<file path="src/rtl/core/itf_pkg.sv">
// ----------------------------------------------------------------------------
// itf_pkg
// shared types and constants of the integer to text formatter
// ----------------------------------------------------------------------------
package itf_pkg;

    localparam int OUT_MAX     = 64;
    localparam int DIGIT_DEPTH = 64;
    localparam int DIG_AW      = $clog2(DIGIT_DEPTH);
    localparam int CNT_W       = $clog2(DIGIT_DEPTH + 1);

    localparam logic [7:0] CH_SPACE = 8'h20;
    localparam logic [7:0] CH_ZERO  = 8'h30;
    localparam logic [7:0] CH_MINUS = 8'h2d;
    localparam logic [7:0] CH_PLUS  = 8'h2b;
    localparam logic [7:0] CH_X_LO  = 8'h78;
    localparam logic [7:0] CH_X_UP  = 8'h58;

    // output character source selects
    localparam logic [2:0] SEL_SPACE = 3'd0;
    localparam logic [2:0] SEL_SIGN  = 3'd1;
    localparam logic [2:0] SEL_ZERO  = 3'd2;
    localparam logic [2:0] SEL_X     = 3'd3;
    localparam logic [2:0] SEL_DIGIT = 3'd4;
    localparam logic [2:0] SEL_BAD   = 3'd5;

    typedef struct packed {
        logic       load;       // capture the item
        logic       div_start;  // start one digit division
        logic       dig_rd;     // read one digit from the store
        logic       out_load;   // present a character
        logic [2:0] out_sel;
        logic       out_last;
    } t_cmd;

    typedef struct packed {
        logic             div_done;
        logic             val_zero;   // quotient is zero
        logic [CNT_W-1:0] nd;         // digits found
        logic             bad;
        logic             left;
        logic             zpad;
        logic             has_sign;
        logic [1:0]       prefix_len;
        logic [6:0]       fw;
        logic [6:0]       prec;
        logic [6:0]       room;
    } t_stat;

    function automatic logic [7:0] digit_char(input logic [5:0] d, input logic lower);
        logic [7:0] c;
        if (d < 6'd10) c = CH_ZERO + {2'b00, d};
        else if (lower) c = 8'h61 + {2'b00, d} - 8'd10;
        else c = 8'h41 + {2'b00, d} - 8'd10;
        return c;
    endfunction

endpackage

</file>
<file path="src/rtl/core/itf_datapath.sv">
// ----------------------------------------------------------------------------
// itf_datapath
// item registers, bit-serial divider, digit store and output register
// ----------------------------------------------------------------------------
module itf_datapath
    import itf_pkg::*;
(
    input  logic        i_clk,
    input  logic        i_rst_n,
    input  t_cmd        i_cmd,
    output t_stat       o_stat,
    input  logic [63:0] i_value,
    input  logic [5:0]  i_radix,
    input  logic [6:0]  i_min_width,
    input  logic [6:0]  i_precision,
    input  logic        i_left_align,
    input  logic        i_zero_pad,
    input  logic        i_signed_mode,
    input  logic        i_plus_sign,
    input  logic        i_space_sign,
    input  logic        i_alt_prefix,
    input  logic        i_lower_case,
    input  logic [6:0]  i_room,
    input  logic        i_out_ready,
    output logic        o_out_valid,
    output logic [7:0]  o_out_char,
    output logic        o_last,
    output logic        o_bad_base
);

    logic [63:0]      r_quo;
    logic [63:0]      r_num;
    logic [5:0]       r_rem;
    logic [6:0]       r_bit;
    logic             r_busy;
    logic [5:0]       r_radix;
    logic             r_lower;
    logic [7:0]       r_sign_ch;
    logic [CNT_W-1:0] r_nd;
    logic [DIG_AW-1:0] r_rd_ptr;
    logic [5:0]       r_dig_q;
    logic             r_bad;
    logic             r_left;
    logic             r_zpad;
    logic [1:0]       r_prefix_len;
    logic [6:0]       r_fw;
    logic [6:0]       r_prec;
    logic [6:0]       r_room;
    logic             r_out_valid;
    logic [7:0]       r_out_char;
    logic             r_last;
    logic             r_bad_out;
    logic             r_done;

    logic [5:0] mem [DIGIT_DEPTH];

    logic        neg;
    logic [6:0]  trial;
    logic [7:0]  n_char;
    logic [CNT_W-1:0] nd_inc;

    assign neg    = i_signed_mode & i_value[63];
    assign trial  = {r_rem, r_num[63]};
    assign nd_inc = r_nd + CNT_W'(1);

    always_ff @(posedge i_clk) begin
        if (!i_rst_n) begin
            r_busy      <= 1'b0;
            r_done      <= 1'b0;
            r_out_valid <= 1'b0;
        end else begin
            r_done <= 1'b0;
            if (i_cmd.load) begin
                r_quo        <= neg ? 64'd0 - i_value : i_value;
                r_radix      <= i_radix;
                r_lower      <= i_lower_case;
                r_bad        <= (i_radix < 6'd2) || (i_radix > 6'd36);
                r_left       <= i_left_align;
                r_zpad       <= i_zero_pad & ~i_left_align;
                r_sign_ch    <= neg ? CH_MINUS :
                                (i_signed_mode & i_plus_sign) ? CH_PLUS :
                                (i_signed_mode & i_space_sign) ? CH_SPACE : 8'd0;
                r_prefix_len <= !i_alt_prefix ? 2'd0 : (i_radix == 6'd8) ? 2'd1 :
                                (i_radix == 6'd16) ? 2'd2 : 2'd0;
                r_fw         <= (i_min_width > 7'd64) ? 7'd64 : i_min_width;
                r_prec       <= (i_precision > 7'd64) ? 7'd64 : i_precision;
                r_room       <= (i_room > 7'(OUT_MAX)) ? 7'(OUT_MAX) : i_room;
                r_nd         <= '0;
                r_rd_ptr     <= '0;
            end
            // restoring division, one quotient bit a cycle
            if (i_cmd.div_start) begin
                r_busy <= 1'b1;
                // a follow-on division starts from the quotient just found
                r_num  <= r_done ? r_num : r_quo;
                r_rem  <= '0;
                r_bit  <= 7'd64;
            end else if (r_busy) begin
                if (trial >= {1'b0, r_radix}) begin
                    r_rem <= 6'(trial - {1'b0, r_radix});
                    r_num <= {r_num[62:0], 1'b1};
                end else begin
                    r_rem <= trial[5:0];
                    r_num <= {r_num[62:0], 1'b0};
                end
                r_bit <= r_bit - 7'd1;
                if (r_bit == 7'd1) begin
                    r_busy <= 1'b0;
                    r_done <= 1'b1;
                end
            end
            if (r_done) begin
                r_quo    <= r_num;
                r_nd     <= nd_inc;
                // read pointer sits one above the most significant digit
                r_rd_ptr <= nd_inc[DIG_AW-1:0];
            end
            if (i_cmd.dig_rd) begin
                r_rd_ptr <= r_rd_ptr - DIG_AW'(1);
            end
            if (i_cmd.out_load) begin
                r_out_valid <= 1'b1;
                r_out_char  <= n_char;
                r_last      <= i_cmd.out_last;
                r_bad_out   <= (i_cmd.out_sel == SEL_BAD);
            end else if (i_out_ready) begin
                r_out_valid <= 1'b0;
            end
        end
    end

    // digit store: written with each remainder, read most significant first
    always_ff @(posedge i_clk) begin
        if (r_done) begin
            mem[r_nd[DIG_AW-1:0]] <= r_rem;
        end
        if (i_cmd.dig_rd) begin
            r_dig_q <= mem[r_rd_ptr - DIG_AW'(1)];
        end
    end

    always_comb begin
        case (i_cmd.out_sel)
            SEL_SPACE: n_char = CH_SPACE;
            SEL_SIGN:  n_char = r_sign_ch;
            SEL_ZERO:  n_char = CH_ZERO;
            SEL_X:     n_char = r_lower ? CH_X_LO : CH_X_UP;
            SEL_DIGIT: n_char = digit_char(r_dig_q, r_lower);
            default:   n_char = 8'd0;
        endcase
    end

    always_comb begin
        o_stat.div_done   = r_done;
        o_stat.val_zero   = (r_num == 64'd0);
        o_stat.nd         = r_nd + CNT_W'(r_done);
        o_stat.bad        = r_bad;
        o_stat.left       = r_left;
        o_stat.zpad       = r_zpad;
        o_stat.has_sign   = (r_sign_ch != 8'd0);
        o_stat.prefix_len = r_prefix_len;
        o_stat.fw         = r_fw;
        o_stat.prec       = r_prec;
        o_stat.room       = r_room;
    end

    assign o_out_valid = r_out_valid;
    assign o_out_char  = r_out_char;
    assign o_last      = r_last;
    assign o_bad_base  = r_bad_out;

endmodule

</file>
<file path="src/rtl/core/itf_ctrl.sv">
// ----------------------------------------------------------------------------
// itf_ctrl
// sequencer: digit extraction, then the character run one slot at a time
// ----------------------------------------------------------------------------
module itf_ctrl
    import itf_pkg::*;
(
    input  logic  i_clk,
    input  logic  i_rst_n,
    input  logic  i_in_valid,
    output logic  o_in_ready,
    input  logic  i_out_ready,
    input  logic  i_out_valid,
    input  t_stat i_stat,
    output t_cmd  o_cmd
);

    localparam logic [2:0] ST_IDLE  = 3'd0;
    localparam logic [2:0] ST_CHECK = 3'd1;
    localparam logic [2:0] ST_DIV   = 3'd2;
    localparam logic [2:0] ST_PLAN  = 3'd3;
    localparam logic [2:0] ST_EMIT  = 3'd4;

    // run phases
    localparam logic [2:0] PH_LPAD = 3'd0;
    localparam logic [2:0] PH_SIGN = 3'd1;
    localparam logic [2:0] PH_PRE0 = 3'd2;
    localparam logic [2:0] PH_PREX = 3'd3;
    localparam logic [2:0] PH_ZERO = 3'd4;
    localparam logic [2:0] PH_DIG  = 3'd5;
    localparam logic [2:0] PH_RPAD = 3'd6;
    localparam logic [2:0] PH_END  = 3'd7;

    logic [2:0] r_state, n_state;
    logic [2:0] r_ph, n_ph;
    logic [6:0] r_cnt, n_cnt;      // characters left in the phase
    logic [6:0] r_left, n_left;    // characters still to send
    logic [6:0] r_pad, n_pad;
    logic [6:0] r_zeros, n_zeros;
    logic       r_rd_pend, n_rd_pend;

    logic [7:0] head;
    logic [7:0] total;
    logic [6:0] body;
    logic [6:0] nd7;
    logic       slot_free;

    assign nd7  = 7'(i_stat.nd);
    assign body = (i_stat.prec > nd7) ? i_stat.prec : nd7;
    assign head = {1'b0, body} + 8'(i_stat.has_sign) + {6'd0, i_stat.prefix_len};
    // full text length: the width when it is wider than the content
    assign total = (8'(i_stat.fw) > head) ? 8'(i_stat.fw) : head;
    assign slot_free = !i_out_valid || i_out_ready;

    // length of a phase
    function automatic logic [6:0] ph_len(input logic [2:0] ph, input t_stat s,
                                          input logic [6:0] pad, input logic [6:0] zs,
                                          input logic [6:0] n);
        logic [6:0] l;
        case (ph)
            PH_LPAD: l = (!s.left && !s.zpad) ? pad : 7'd0;
            PH_SIGN: l = 7'(s.has_sign);
            PH_PRE0: l = (s.prefix_len != 2'd0) ? 7'd1 : 7'd0;
            PH_PREX: l = (s.prefix_len == 2'd2) ? 7'd1 : 7'd0;
            PH_ZERO: l = zs;
            PH_DIG:  l = n;
            PH_RPAD: l = s.left ? pad : 7'd0;
            default: l = 7'd0;
        endcase
        return l;
    endfunction

    always_comb begin
        n_state   = r_state;
        n_ph      = r_ph;
        n_cnt     = r_cnt;
        n_left    = r_left;
        n_pad     = r_pad;
        n_zeros   = r_zeros;
        n_rd_pend = 1'b0;
        o_cmd     = '0;
        o_in_ready = (r_state == ST_IDLE);
        case (r_state)
            ST_IDLE: begin
                if (i_in_valid) begin
                    o_cmd.load = 1'b1;
                    n_state = ST_CHECK;
                end
            end
            ST_CHECK: begin
                if (i_stat.bad) begin
                    if (slot_free) begin
                        o_cmd.out_load = 1'b1;
                        o_cmd.out_sel  = SEL_BAD;
                        o_cmd.out_last = 1'b1;
                        n_state = ST_IDLE;
                    end
                end else begin
                    o_cmd.div_start = 1'b1;
                    n_state = ST_DIV;
                end
            end
            ST_DIV: begin
                if (i_stat.div_done) begin
                    if (i_stat.val_zero || i_stat.nd == CNT_W'(DIGIT_DEPTH)) begin
                        n_state = ST_PLAN;
                    end else begin
                        o_cmd.div_start = 1'b1;
                    end
                end
            end
            ST_PLAN: begin
                n_pad   = (8'(i_stat.fw) > head) ? 7'(8'(i_stat.fw) - head) : 7'd0;
                // zero fill and precision zeros run together
                n_zeros = (body - nd7) + (i_stat.zpad ? n_pad : 7'd0);
                n_left  = ({1'b0, i_stat.room} < total) ? i_stat.room : 7'(total);
                n_ph    = PH_LPAD;
                n_cnt   = ph_len(PH_LPAD, i_stat, n_pad, n_zeros, nd7);
                n_state = (i_stat.room == 7'd0) ? ST_IDLE : ST_EMIT;
            end
            ST_EMIT: begin
                if (r_cnt == 7'd0) begin
                    // move to the next phase
                    if (r_ph == PH_RPAD) begin
                        n_state = ST_IDLE;
                    end else begin
                        n_ph  = r_ph + 3'd1;
                        n_cnt = ph_len(r_ph + 3'd1, i_stat, r_pad, r_zeros, nd7);
                        if (r_ph + 3'd1 == PH_DIG) begin
                            o_cmd.dig_rd = 1'b1;
                            n_rd_pend = 1'b1;
                        end
                    end
                end else if (r_rd_pend) begin
                    n_rd_pend = 1'b0;
                end else if (slot_free) begin
                    o_cmd.out_load = 1'b1;
                    case (r_ph)
                        PH_SIGN: o_cmd.out_sel = SEL_SIGN;
                        PH_PRE0: o_cmd.out_sel = SEL_ZERO;
                        PH_PREX: o_cmd.out_sel = SEL_X;
                        PH_ZERO: o_cmd.out_sel = SEL_ZERO;
                        PH_DIG:  o_cmd.out_sel = SEL_DIGIT;
                        default: o_cmd.out_sel = SEL_SPACE;
                    endcase
                    n_cnt  = r_cnt - 7'd1;
                    n_left = r_left - 7'd1;
                    // final character, either end of text or out of room
                    if (r_left == 7'd1) begin
                        o_cmd.out_last = 1'b1;
                        n_state = ST_IDLE;
                    end else if (r_ph == PH_DIG && r_cnt != 7'd1) begin
                        o_cmd.dig_rd = 1'b1;
                        n_rd_pend = 1'b1;
                    end
                end
            end
            default: n_state = ST_IDLE;
        endcase
    end

    always_ff @(posedge i_clk) begin
        if (!i_rst_n) begin
            r_state   <= ST_IDLE;
            r_rd_pend <= 1'b0;
        end else begin
            r_state   <= n_state;
            r_rd_pend <= n_rd_pend;
        end
        r_ph    <= n_ph;
        r_cnt   <= n_cnt;
        r_left  <= n_left;
        r_pad   <= n_pad;
        r_zeros <= n_zeros;
    end

endmodule

</file>
<file path="src/rtl/core/integer_to_text_formatter_core.sv">
// ----------------------------------------------------------------------------
// integer_to_text_formatter_core
// printf style integer conversion, one ascii character per result item
// ----------------------------------------------------------------------------
// sequence: a bad base goes through the check state and the output register;
//   else each digit takes 64 quotient bits in the serial divider and a hand-over
// items: one item at a time, a new item is taken only in the idle state
// reset: synchronous active low, clears controller state and output valid
// ----------------------------------------------------------------------------
module integer_to_text_formatter_core
    import itf_pkg::*;
(
    input  logic        i_clk,
    input  logic        i_rst_n,
    input  logic        i_in_valid,
    output logic        o_in_ready,
    input  logic [63:0] i_value,
    input  logic [5:0]  i_radix,
    input  logic [6:0]  i_min_width,
    input  logic [6:0]  i_precision,
    input  logic        i_left_align,
    input  logic        i_zero_pad,
    input  logic        i_signed_mode,
    input  logic        i_plus_sign,
    input  logic        i_space_sign,
    input  logic        i_alt_prefix,
    input  logic        i_lower_case,
    input  logic [6:0]  i_room,
    output logic        o_out_valid,
    input  logic        i_out_ready,
    output logic [7:0]  o_out_char,
    output logic        o_last,
    output logic        o_bad_base
);

    t_cmd  cmd;
    t_stat stat;
    logic  dp_valid;
    logic  dp_last;

    // controller walks the phases, datapath holds digits and the output item
    itf_ctrl u_ctrl (
        .i_clk       (i_clk),
        .i_rst_n     (i_rst_n),
        .i_in_valid  (i_in_valid),
        .o_in_ready  (o_in_ready),
        .i_out_ready (i_out_ready),
        .i_out_valid (dp_valid),
        .i_stat      (stat),
        .o_cmd       (cmd)
    );

    itf_datapath u_dp (
        .i_clk         (i_clk),
        .i_rst_n       (i_rst_n),
        .i_cmd         (cmd),
        .o_stat        (stat),
        .i_value       (i_value),
        .i_radix       (i_radix),
        .i_min_width   (i_min_width),
        .i_precision   (i_precision),
        .i_left_align  (i_left_align),
        .i_zero_pad    (i_zero_pad),
        .i_signed_mode (i_signed_mode),
        .i_plus_sign   (i_plus_sign),
        .i_space_sign  (i_space_sign),
        .i_alt_prefix  (i_alt_prefix),
        .i_lower_case  (i_lower_case),
        .i_room        (i_room),
        .i_out_ready   (i_out_ready),
        .o_out_valid   (dp_valid),
        .o_out_char    (o_out_char),
        .o_last        (dp_last),
        .o_bad_base    (o_bad_base)
    );

    assign o_out_valid = dp_valid;
    assign o_last      = dp_last;

endmodule
</file>
<file path="config.mk">
export PLATFORM = sky130hd
export DESIGN_NAME = integer_to_text_formatter_core
export DESIGN_NICKNAME = d
export VERILOG_FILES = /design/src/rtl/core/itf_pkg.sv /design/src/rtl/core/itf_datapath.sv /design/src/rtl/core/itf_ctrl.sv /design/src/rtl/core/integer_to_text_formatter_core.sv
export SDC_FILE = /design/constraint.sdc
export NUM_CORES = 1
export LEC_CHECK = 0
export ABC_CLOCK_PERIOD_IN_PS = 13200
export BUFFER_PORTS_ARGS = -buffer_cell sky130_fd_sc_hd__buf_2
export CAP_MARGIN = 5
export CORE_ASPECT_RATIO = 0.7
export CORE_UTILIZATION = 65
export CTS_CLUSTER_SIZE = 28
export DETAILED_ROUTE_END_ITERATION = 10
export PLACE_DENSITY = 0.83
export SETUP_SLACK_MARGIN = 0.4
export SYNTH_ARGS = -nofsm -noshare
export SYNTH_HDL_FRONTEND = slang
export SYNTH_SLANG_ARGS = --single-unit
</file>
<file path="constraint.sdc">
create_clock -name i_clk -period 13.2 [get_ports i_clk]
set_input_delay 1.98 -clock i_clk [delete_from_list [all_inputs] [get_ports i_clk]]
set_output_delay 1.98 -clock i_clk [all_outputs]
set_load 0.03 [all_outputs]
</file>
# --- Word level (Yosys, flattened, before mapping) ---
# Memory sizes are Yosys's and may differ from the RTL's. A register that Yosys moved wholly into a read port is not among the register bits.
# Index checks and enable logic that the tools add are counted.
totals:
  reg_bits: 241
  latchBits: 0
  ram_bits: 384
  rom_bits: 0
  input_bits: 102
  wordCells: 237
  n_memories: 1
mem_list:
  columns: ["name", "depth", "word_bits", "rd", "rd_ports_with_merged_regs", "write_ports", "line", "text"]
  rows:
  - ["u_dp.mem", 64, 6, 1, 1, 1, "itf_datapath.sv:55", "logic [5:0] mem [DIGIT_DEPTH];"]
classes:
  add_sub_neg: 19
  mul: 0
  n_div: 0
  magnitude_cmp: 10
  n_eq_ne: 43
  n_shift: 0
  muxes: 89
  bitwise: 8
  reduce_logical: 36
ops:
  columns: ["op", "count"]
  rows:
  - ["$mux 64", 6]
  - ["$mux 7", 17]
  - ["$logic_not 64->1", 1]
  - ["$sub 1x64->64 const A", 1]
  - ["$mux 6", 9]
  - ["$pmux 7 s7", 1]
  - ["$mux 3", 14]
  - ["$pmux 8 s5", 1]
  - ["$pmux 7 s2", 2]
  - ["$eq 3x3->1 const B", 9]
  - ["$mux 1", 27]
  - ["$eq 3x2->1 const B", 8]
  - ["$mux 8", 3]
  - ["$gt 7x7->1 const B", 3]
  - ["$sub 7x1->7 const B", 3]
  - ["$add 7x6->8 const A", 2]
  - ["$sub 8x4->8 const B", 2]
  - ["$mux 5", 3]
  - ["$pmux 3 s5", 1]
  - ["$eq 7x1->1 const B", 2]
  - ["$logic_not 7->1", 2]
  - ["$sub 7x7->7", 2]
  - ["$eq 3x1->1 const B", 4]
  - ["$ne 3x3->1 const B", 4]
  - ["other kinds (44)", 78]

# --- Logic depth before layout (Yosys ltp) ---
# Gate-level depths: netlist of run 1.
depth:
  ltp_word: 10
  mapped_depth: 38
  ltp_nobuf: 35

# --- Cells and area by module ---
# Synthesis of run 1 repeated with hierarchy kept, for this count alone.
unflattened:
  cells_unflattened: 2042
  hier_area_um2: 29612.2
modules_own_cells:
  columns: ["mod", "n_inst", "cells_each", "area_per_inst_um2", "seq_area_each_um2"]
  rows:
  - ["itf_datapath", 1, 1634, 25909.8, 17807.1]
  - ["itf_ctrl", 1, 408, 3702.3, 1011.0]

# --- Least setup slack after synthesis of run 1 ---
# OpenSTA, ideal clock, no wires.
synth_path:
  path_kind: "input-to-reg"
  startpoint: "in i_rst_n"
  endpoint: "reg u_dp.r_num[0], enable pin"
  arrival_ps: 7362
  required_time_ps: 12617
  setup_slack_ps: 5254
  cell_stages: 3
  path_buffers: 1
  cell_sequence: "clkbuf_1 o21a_1 a21boi_0"
synth_via:
  elab_chain_cells: 1
synth_rtl:
  columns: ["item", "line", "text"]
  rows:
  - ["start, declared", "integer_to_text_formatter_core.sv:14", "input logic i_rst_n,"]
  - ["$reduce_and 3->1 (no line)", null, null]
  - ["end signal, assigned", "itf_datapath.sv:95", "r_num <= r_done ? r_num : r_quo;"]
  - ["end signal, assigned", "itf_datapath.sv:101", "r_num <= {r_num[62:0], 1'b1};"]
  - ["end signal, assigned", "itf_datapath.sv:104", "r_num <= {r_num[62:0], 1'b0};"]
  - ["end, declared", "itf_datapath.sv:32", "logic [63:0] r_num;"]
# No other way between the ends.
# A chain may end at the register's enable or synchronous reset.

# --- Worst setup path in the final report of run 1 ---
layout_path:
  startpoint: "reg u_dp.r_done"
  endpoint: "reg u_ctrl.r_left[5] (data pin)"
layout_via:
  elab_chain_cells: 10
layout_rtl:
  columns: ["item", "line", "text"]
  rows:
  - ["start, declared", "itf_datapath.sv:53", "logic r_done;"]
  - ["start signal, assigned", "itf_datapath.sv:69", "r_done <= 1'b0;"]
  - ["start signal, assigned", "itf_datapath.sv:72", "r_done <= 1'b0;"]
  - ["start signal, assigned", "itf_datapath.sv:109", "r_done <= 1'b1;"]
  - ["$add 7x1->7 (*)", "itf_datapath.sv:156", "o_stat.nd = r_nd + CNT_W'(r_done);"]
  - ["$gt 7x7->1", "itf_ctrl.sv:49", "assign body = (i_stat.prec > nd7) ? i_stat.prec : nd7;"]
  - ["$mux 7 (*)", "itf_ctrl.sv:49", null]
  - ["$add 7x1->8 (*)", "itf_ctrl.sv:50", "assign head = {1'b0, body} + 8'(i_stat.has_sign) + {6'd0, i_stat.prefix_len};"]
  - ["$add 8x2->8 (*)", "itf_ctrl.sv:50", null]
  - ["$gt 7x8->1", "itf_ctrl.sv:52", "assign total = (8'(i_stat.fw) > head) ? 8'(i_stat.fw) : head;"]
  - ["$mux 8 (*)", "itf_ctrl.sv:52", null]
  - ["$lt 7x8->1", "itf_ctrl.sv:116", "n_left = ({1'b0, i_stat.room} < total) ? i_stat.room : 7'(total);"]
  - ["$mux 7 (*)", "itf_ctrl.sv:116", null]
  - ["$pmux 7 s2 (*)", "itf_ctrl.sv:83", "case (r_state)"]
  - ["net u_ctrl.n_left[5]", "itf_ctrl.sv:37", "logic [6:0] r_left, n_left;"]
  - ["end signal, assigned", "itf_ctrl.sv:172", "r_left <= n_left;"]
  - ["end, declared", "itf_ctrl.sv:37", null]
# Mark *: on every way through the listed nets, which the timed path passes. The rest lies on a longest branch.

==> flow_summary_export.csv, run 1 <==
group,metric,value,unit
cts,postCtsSetupRepairBufs,0,
worst_setup_path,reg2reg_slack,4260,ps
worst_setup_path,cp_max_fo,47,
synthesis,ys_ff_latch,629,
run_status,outcome,"finished, final reports clean",
timing,rsz0062_at_grt,"no",
synthesis,synthesis.nets,2137,
detailed_routing,drcViolationCount,0,
detailed_routing,drt_iter0_markers,2290,
cells_and_area,final_nets,2246,
worst_setup_path,arrival,9260,ps
detailed_routing,wire_per_inst,26.1,um
pwr,p_clk_frac,0.378,
cts,root_buffer,"clkbuf_16",
timing,fin_setup_tns,0,ps
synthesis,async_flop_share,0,
worst_setup_path,critPathRequiredTime,13520,ps
cells_and_area,drive_above_1_share,0.206,
worst_setup_path,worstSetupPathType,"reg -> reg",
worst_setup_path,crit_buf_inv,2,
global_route,grt_pass1_vias,17900,
cts,clock-sinks,629,
detailed_routing,num_vias,18300,
pwr,power.total,4.59,mW
detailed_routing,postRouteAntennaNets,0,
worst_hold_path,hp-class,"reg -> reg",
placed_design,post_dp_cell_area,0.0304,mm^2
pwr,p_sw_frac,0.241,
timing,timing.hold.ws,489,ps
pwr,ir_drop,0.000127,V
worst_setup_path,crit_family,"compound AO/OA/AOI/OAI gates",
global_route,grt_usage,0.312,
synthesis,synth-main-ff-cell,"edfxtp_1",
timing,fmax,0.112,GHz
placed_design,gp_congestion,0.916,
synthesis,yosysSeqAreaShare,0.644,
cells_and_area,regArea,0.0188,mm^2
cts,cts.repair.resized,0,
cts,ctsLongestPathBuffers,3,
placed_design,io_buffers,113,
cts,ctsHoldBuffers,0,
synthesis,synth.avg_cell_area,14.8,um^2
worst_setup_path,worstRegToRegCells,32,
detailed_routing,top_layer,"met5",
worst_hold_path,whs_path_depth,2,
global_route,grt.overflow.total,0,
floorplan,start_util,0.664,
worst_setup_path,worstSetupEndpointType,"flip-flop",
detailed_routing,wl,71100,um
cells_and_area,multiInputGateArea,0.00985,mm^2
timing,tightest_slew,1310,ps
flow_run,cap_viol_max_count,0,
synthesis,yosysUniqueCellTypes,84,
timing,setup_viol,0,
cells_and_area,syn2layout_area_growth,10.7,%
worst_setup_path,worst_setup_path_start_kind,"flip-flop",
worst_setup_path,r2r_start,"u_dp.r_done",
worst_hold_path,hp-start,"u_dp.r_busy",
pwr,power_switching,1.11,mW
floorplan,coreArea,0.0440,mm^2
synthesis,synth-edff-count,622,
placed_design,dp_cells,2613,
synthesis,synth_cells,1970,
global_route,grt_max_degree,99,
detailed_routing,via_per_inst,6.73,
cts,clk_pin_slew,60,ps
pwr,pwr-share-comb,0.120,
pwr,power.internal,3.49,mW
cts,htreeDepth,2,
synthesis,yosys_warnings,0,
timing,relSlewSlack,0.124,
timing,timing.final.crit_share,0.677,
floorplan,die_w,256,um
worst_setup_path,path_common_cell,"ha_1",
floorplan,std_cell_rows,64,
cells_and_area,final_common_cell,"edfxtp_1",
floorplan,die_h,179,um
pwr,pwr-share-seq,0.501,
detailed_routing,dr.pass1.iters,8,
synthesis,synth_area,0.0292,mm^2
worst_setup_path,max_stage_delay,670,ps
placed_design,hpwl,44100,um
detailed_routing,wirelength_met1,28300,um
floorplan,ioPinCount,114,
detailed_routing,wl_met2,33100,um
detailed_routing,wl_met3,7010,um
floorplan,die_area,0.0459,mm^2
pwr,power_density,142,mW/mm^2
timing,fin_crit,8940,ps
cells_and_area,layout.cells.most_common_list,"edfxtp_1, nor2_1, nand2_1",
cells_and_area,fillCellCount,2582,
global_route,grt_pass1_wl,109000,um
pwr,p_leak,10.8,nW
cts,cts_buffers,57,
cts,worstSkewPairLatency,620,ps
timing,slew_viol_final,0,
worst_hold_path,holdPathEnd,"u_dp.r_done",
cells_and_area,instances_no_fill,2723,
global_route,antenna_found_initial,3,
cells_and_area,stdcell_area,0.0324,mm^2
cts,cts_tree,"done",
timing,hold_viol_final,0,
worst_setup_path,crit_path_top_delay_cell,"dfxtp_4",
worst_setup_path,reg2reg_to,"u_ctrl.r_left[5]",
timing,fin_worst_skew,23.0,ps
area by class of cell:
| class | instances | area share |
|---|---|---|
| clock buffers | 74 | 0.0470 |
| diodes | 2 | 0.000155 |
| well taps | 594 | 0.0230 |
| flip-flops and latches | 629 | 0.582 |
| inverters | 78 | 0.00905 |
| clock inverters | 33 | 0.0129 |
| multi-input cells | 1180 | 0.304 |
| repair buffers | 133 | 0.0220 |
cell usage after synthesis (all sizes together) (8+ instances only):
library cell / number / area [um^2]
a211oi: 9 / 67.6
o21ai: 99 / 495
ha: 57 / 713
nand2: 148 / 558
and2: 11 / 68.8
nor4: 26 / 193
xor2: 43 / 377
or4: 13 / 109
nand2b: 13 / 81.3
mux2: 67 / 754
xnor2: 71 / 622
nand3: 25 / 130
a21o: 11 / 82.6
nor2: 171 / 657
o31ai: 11 / 87.6
a21oi: 70 / 354
fa: 8 / 160
nor2b: 40 / 250
or3: 8 / 50.1
nor3: 30 / 150
mux4: 120 / 2700
inv: 77 / 289
o221ai: 10 / 87.6
clkbuf: 67 / 251
mux2i: 17 / 170
edfxtp: 622 / 18700
buf: 16 / 76.3
layer usage:
metal | vias up | track usage
li1 | 7788 | -
met4 | 2 | 0.103
met5 | - | 0
met3 | 199 | 0.0565
met2 | 1200 | 0.485
met1 | 9148 | 0.455
through the flow:
stage                util  setup WS, ps
finish              0.735          4260
global route        0.735          3660
CTS                 0.735          4390
detailed placement  0.691          4450
global placement    0.691          4810
floorplan               -          5250
state kept, by name (all words and copies together), names as in the netlist, 4 cells and up:
| name | cells |
|---|---|
| u_dp.r_bit | 7 |
| u_dp.r_room | 7 |
| u_ctrl.r_cnt | 7 |
| u_dp.r_radix | 6 |
| u_dp.r_quo | 64 |
| u_dp.r_dig_q | 6 |
| u_dp.mem | 384 |
| u_ctrl.r_pad | 7 |
| u_ctrl.r_left | 7 |
| u_dp.r_num | 64 |
| u_dp.r_rem | 6 |
| u_dp.r_rd_ptr | 6 |
| u_dp.r_prec | 7 |
| u_dp.r_fw | 7 |
| u_dp.o_out_char | 8 |
| u_ctrl.r_zeros | 7 |
| u_dp.r_nd | 7 |
| u_dp.r_sign_ch | 4 |
tightest hold or removal path: stages (launching register included):
cell,delay (ps)
dfxtp_1,330
nand2_1,80
nor3_1,40
power by group through the flow:
stage | Sequential [mW] | Combinational [mW] | Clock, mW
floorplan | 2.35 | 0.370 | 0
global route | 2.31 | 0.596 | 1.81
finish | 2.30 | 0.553 | 1.74
global placement | 2.34 | 0.512 | 0
detailed placement | 2.34 | 0.537 | 0
CTS | 2.30 | 0.548 | 1.74
how the worst max path moves through the flow:
stage | slack, ps | start | to | cells past startpoint
after floorplan | 5250 | i_rst_n | u_dp.r_num[0] | 3
after global placement | 4810 | u_dp.r_done | u_ctrl.r_left[2] | 28
after detailed placement | 4450 | u_dp.r_done | u_ctrl.r_left[5] | 32
after CTS | 4390 | u_dp.r_done | u_ctrl.r_zeros[6] | 35
after global routing | 3660 | u_dp.r_nd[4] | u_ctrl.r_left[1] | 29
final | 4260 | u_dp.r_done | u_ctrl.r_left[5] | 32
kinds of logic (layout without fill, tap and decap cells):
kind of cell / count (synthesis) / count (layout) / synth area share
flip-flops: 629 / 629 / 0.644
other: 0 / 2 / 0
XOR/XNOR: 116 / 116 / 0.0357
adder cells (fa/ha/maj): 66 / 66 / 0.0302
multiplexers: 204 / 204 / 0.124
buffers and inverters: 161 / 318 / 0.0212
AND/OR/NAND/NOR: 523 / 523 / 0.0872
AO/OA/AOI/OAI: 271 / 271 / 0.0581
No activity file was read; power rests on OpenSTA's default activity.
==> run 2, diff against run 1 <==
Settings changed: ABC_AREA from default to 1, ABC_CLOCK_PERIOD_IN_PS 13200 to 7450, CORE_UTILIZATION 65 to 56, PLACE_DENSITY 0.83 to 0.76.
Clock period 13.2 ns to 7.45 ns, I/O delays scaled along.
==> run 2 against run 1 <==
  * Fmax rose by 33%
  * Combinational power rose by 140%
  * Sequential power up 79%
  * Cell area is 3.0% higher
  * Global-route usage shrank 4.6 points
  * Worst hold slack got worse by 6.5 ps
  * Critical endpoint is now u_ctrl.r_zeros[6]
  * Power rose by 83%
  * Area after synthesis rose by 2.5%
  * Die area rose by 19%
  * Highest routed layer is now met4
  * Critical path depth increased by 7
  * Clock skew up 6.0 ps
  * Cell count increased by 32%
==> flow_summary_export.csv, run 2 <==
group,metric,value,unit
synthesis,synthesis.nets,2931,
timing,fin_worst_skew,29.0,ps
worst_hold_path,whs_path_depth,2,
synthesis,synth_most_common_cell,"edfxtp_1",
worst_hold_path,hp-start,"u_dp.r_busy",
worst_hold_path,hp-class,"reg -> reg",
global_route,grt.overflow.total,0,
floorplan,std_cell_rows,70,
timing,fmax,0.149,GHz
floorplan,die_h,196,um
detailed_routing,drt_iter0_markers,2738,
cells_and_area,instances_no_fill,3594,
worst_hold_path,holdPathEnd,"u_dp.r_done",
worst_setup_path,critPathRequiredTime,7840,ps
cells_and_area,final_nets,3028,
cts,root_buffer,"clkbuf_16",
worst_setup_path,path_common_cell,"nand2_2",
floorplan,start_util,0.570,
floorplan,die_w,279,um
pwr,power.total,8.39,mW
worst_setup_path,cp_max_fo,12,
placed_design,dp_cells,3467,
synthesis,yosys.area.top_type,"edfxtp_1",
synthesis,synth.avg_cell_area,10.8,um^2
floorplan,coreArea,0.0526,mm^2
synthesis,yosysUniqueCellTypes,63,
detailed_routing,wl,72400,um
floorplan,ioPinCount,114,
worst_setup_path,r2r_start,"u_dp.r_nd[0]",
pwr,p_sw_frac,0.268,
timing,tightest_slew,1170,ps
global_route,grt.busiest_layer,"met2",
worst_setup_path,max_stage_delay,500,ps
synthesis,synth-edff-count,622,
pwr,power.internal,6.14,mW
worst_setup_path,reg2reg_to,"u_ctrl.r_zeros[6]",
placed_design,post_dp_cell_area,0.0312,mm^2
synthesis,synth_cells,2764,
worst_setup_path,worstRegToRegCells,39,
timing,timing.hold.ws,482,ps
placed_design,hpwl,46500,um
detailed_routing,wire_per_inst,20.1,um
cts,worstSkewPairLatency,650,ps
timing,setup_slack,750,ps
cells_and_area,drive_above_1_share,0.114,
synthesis,synth_top_cell_area_share,0.623,
cells_and_area,final_common_cell,"edfxtp_1",
cells_and_area,fin_util,0.634,
pwr,p_clk_frac,0.354,
global_route,grt_pass1_wl,114000,um
cts,ctsLongestPathBuffers,3,
cells_and_area,syn2layout_area_growth,11.2,%
cts,htreeDepth,2,
pwr,p_leak,12.1,nW
placed_design,gp_congestion,0.952,
pwr,power_density,252,mW/mm^2
timing,relSlewSlack,0.218,
cells_and_area,largest_reg_flops,384,
detailed_routing,num_vias,21700,
synthesis,synth-main-ff-cell,"edfxtp_1",
pwr,ir_drop,0.000224,V
detailed_routing,drcViolationCount,0,
floorplan,die_area,0.0545,mm^2
detailed_routing,postRouteAntennaNets,0,
cts,ctsHoldBuffers,0,
cts,cts_tree,"done",
cells_and_area,layout.cells.most_common_list,"edfxtp_1, nor2_1, nand2_1",
run_status,outcome,"finished, final reports clean",
timing,slew_viol_final,0,
worst_setup_path,reg2reg_slack,750,ps
synthesis,synth_area_leaders,"edfxtp_1, nor2_1, o21ai_0",
worst_setup_path,worstSetupEndpointType,"flip-flop",
pwr,pwr-share-seq,0.491,
global_route,grt_max_degree,195,
synthesis,yosys_warnings,0,
synthesis,yosysSeqAreaShare,0.628,
worst_setup_path,worst_setup_path_start_kind,"flip-flop",
cts,clock-sinks,629,
cells_and_area,stdcell_area,0.0333,mm^2
global_route,grt_pass1_vias,20600,
worst_setup_path,crit_path_top_delay_cell,"fa_1",
timing,hold_viol_final,0,
detailed_routing,dr.pass1.iters,6,
pwr,power_switching,2.25,mW
placed_design,pre_cts_slack,34.9,ps
global_route,use_met1,0.392,
timing,fin_crit,6700,ps
cts,cts_buffers,57,
global_route,grt_usage,0.267,
timing,setup_viol,0,
synthesis,ys_ff_latch,629,
global_route,gr-usage-met2,0.403,
worst_setup_path,worstSetupPathType,"reg -> reg",
global_route,grtUsageMet3,0.0595,
cts,clk_pin_slew,70,ps
synthesis,async_flop_share,0,
timing,fin_setup_tns,0,ps
detailed_routing,via_per_inst,6.03,
synthesis,synth_area,0.0300,mm^2
global_route,antenna_found_initial,0,
pwr,pwr-share-comb,0.155,
timing,timing.final.crit_share,0.899,
timing,rsz0062_at_grt,"no",
placed_design,io_buffers,113,
cells_and_area,antenna_cells,0,
worst_setup_path,arrival,7090,ps
synthesis,synthTopCellsByCount,"edfxtp_1, nor2_1, nand2_1, o21ai_0, inv_1",
flow_run,cap_viol_max_count,0,
run 2: cell count changes in the layout (fill, tap and decap cells not counted), sizes merged, moves of 40 or more:
| cell | delta |
|---|---|
| inv | +201 |
| nand2 | +176 |
| o211ai | +51 |
| nand3 | +85 |
| xnor2 | -57 |
| mux4 | -120 |
| nor2 | +250 |
| o21ai | +210 |
| a21oi | +40 |
| nor2b | -40 |
| o32ai | +53 |
| mux2 | -67 |
run 2: power groups by stage:
stage	Clock, mW	Combinational [mW]	Sequential (mW)
2_1_floorplan	0	0.807	4.22
3_3_place_gp	0	1.17	4.19
3_5_place_dp	0	1.21	4.20
4_1_cts	3.00	1.23	4.12
5_1_grt	3.12	1.44	4.13
6_report	2.97	1.30	4.12
run 2: worst max path at each step:
stage / from / end / slack, ps
floorplan: u_dp.r_nd[0] / u_ctrl.r_zeros[6] / 660
global placement: u_dp.r_nd[0] / u_ctrl.r_zeros[6] / 250
detailed placement: u_dp.r_nd[1] / u_ctrl.r_zeros[6] / 30
CTS: u_dp.r_nd[0] / u_ctrl.r_zeros[6] / 460
global route: u_dp.r_nd[0] / u_ctrl.r_zeros[6] / 400
finish: u_dp.r_nd[0] / u_ctrl.r_zeros[6] / 750
run 2: layer usage:
metal / part of all wire / vias to the layer above
met5: 0 / -
met4: 0.023 / 0
met3: 0.099 / 156
met2: 0.44 / 1045
met1: 0.43 / 10400
li1: - / 10100
run 2: cell families after synthesis:
| group | share of synthesized area |
|---|---|
| buf+inv | 0.0505 |
| simple gates | 0.138 |
| mux | 0.0144 |
| flops | 0.628 |
| compound gates | 0.124 |
| xor+xnor | 0.0155 |
| fa+ha+maj | 0.0291 |
run 2: area by class of cell:
cell class / instances / area, um^2
Fill cell: 4044 / 19200
Sequential cell: 629 / 18800
Multi-Input combinational cell: 1736 / 9810
Clock buffer: 67 / 1490
Inverter: 282 / 1060
Timing Repair Buffer: 155 / 893
Tap cell: 684 / 856
Clock inverter: 41 / 392
run 2: what timing repair did:
action                                  CTS  global route
endpoints found under the setup margin    2             3
resized for setup                        10            22
pin swaps                                 0            18
endpoints found under the hold margin     0             0
setup buffers                             4            15
run 2: critical path: cells and delay by family, from the launching register on:
family	cells	cell delay [ps]
simple gates	20	2030
fa+ha+maj	7	2540
xor+xnor	2	310
buf+inv	3	190
compound gates	7	940
flops	1	410
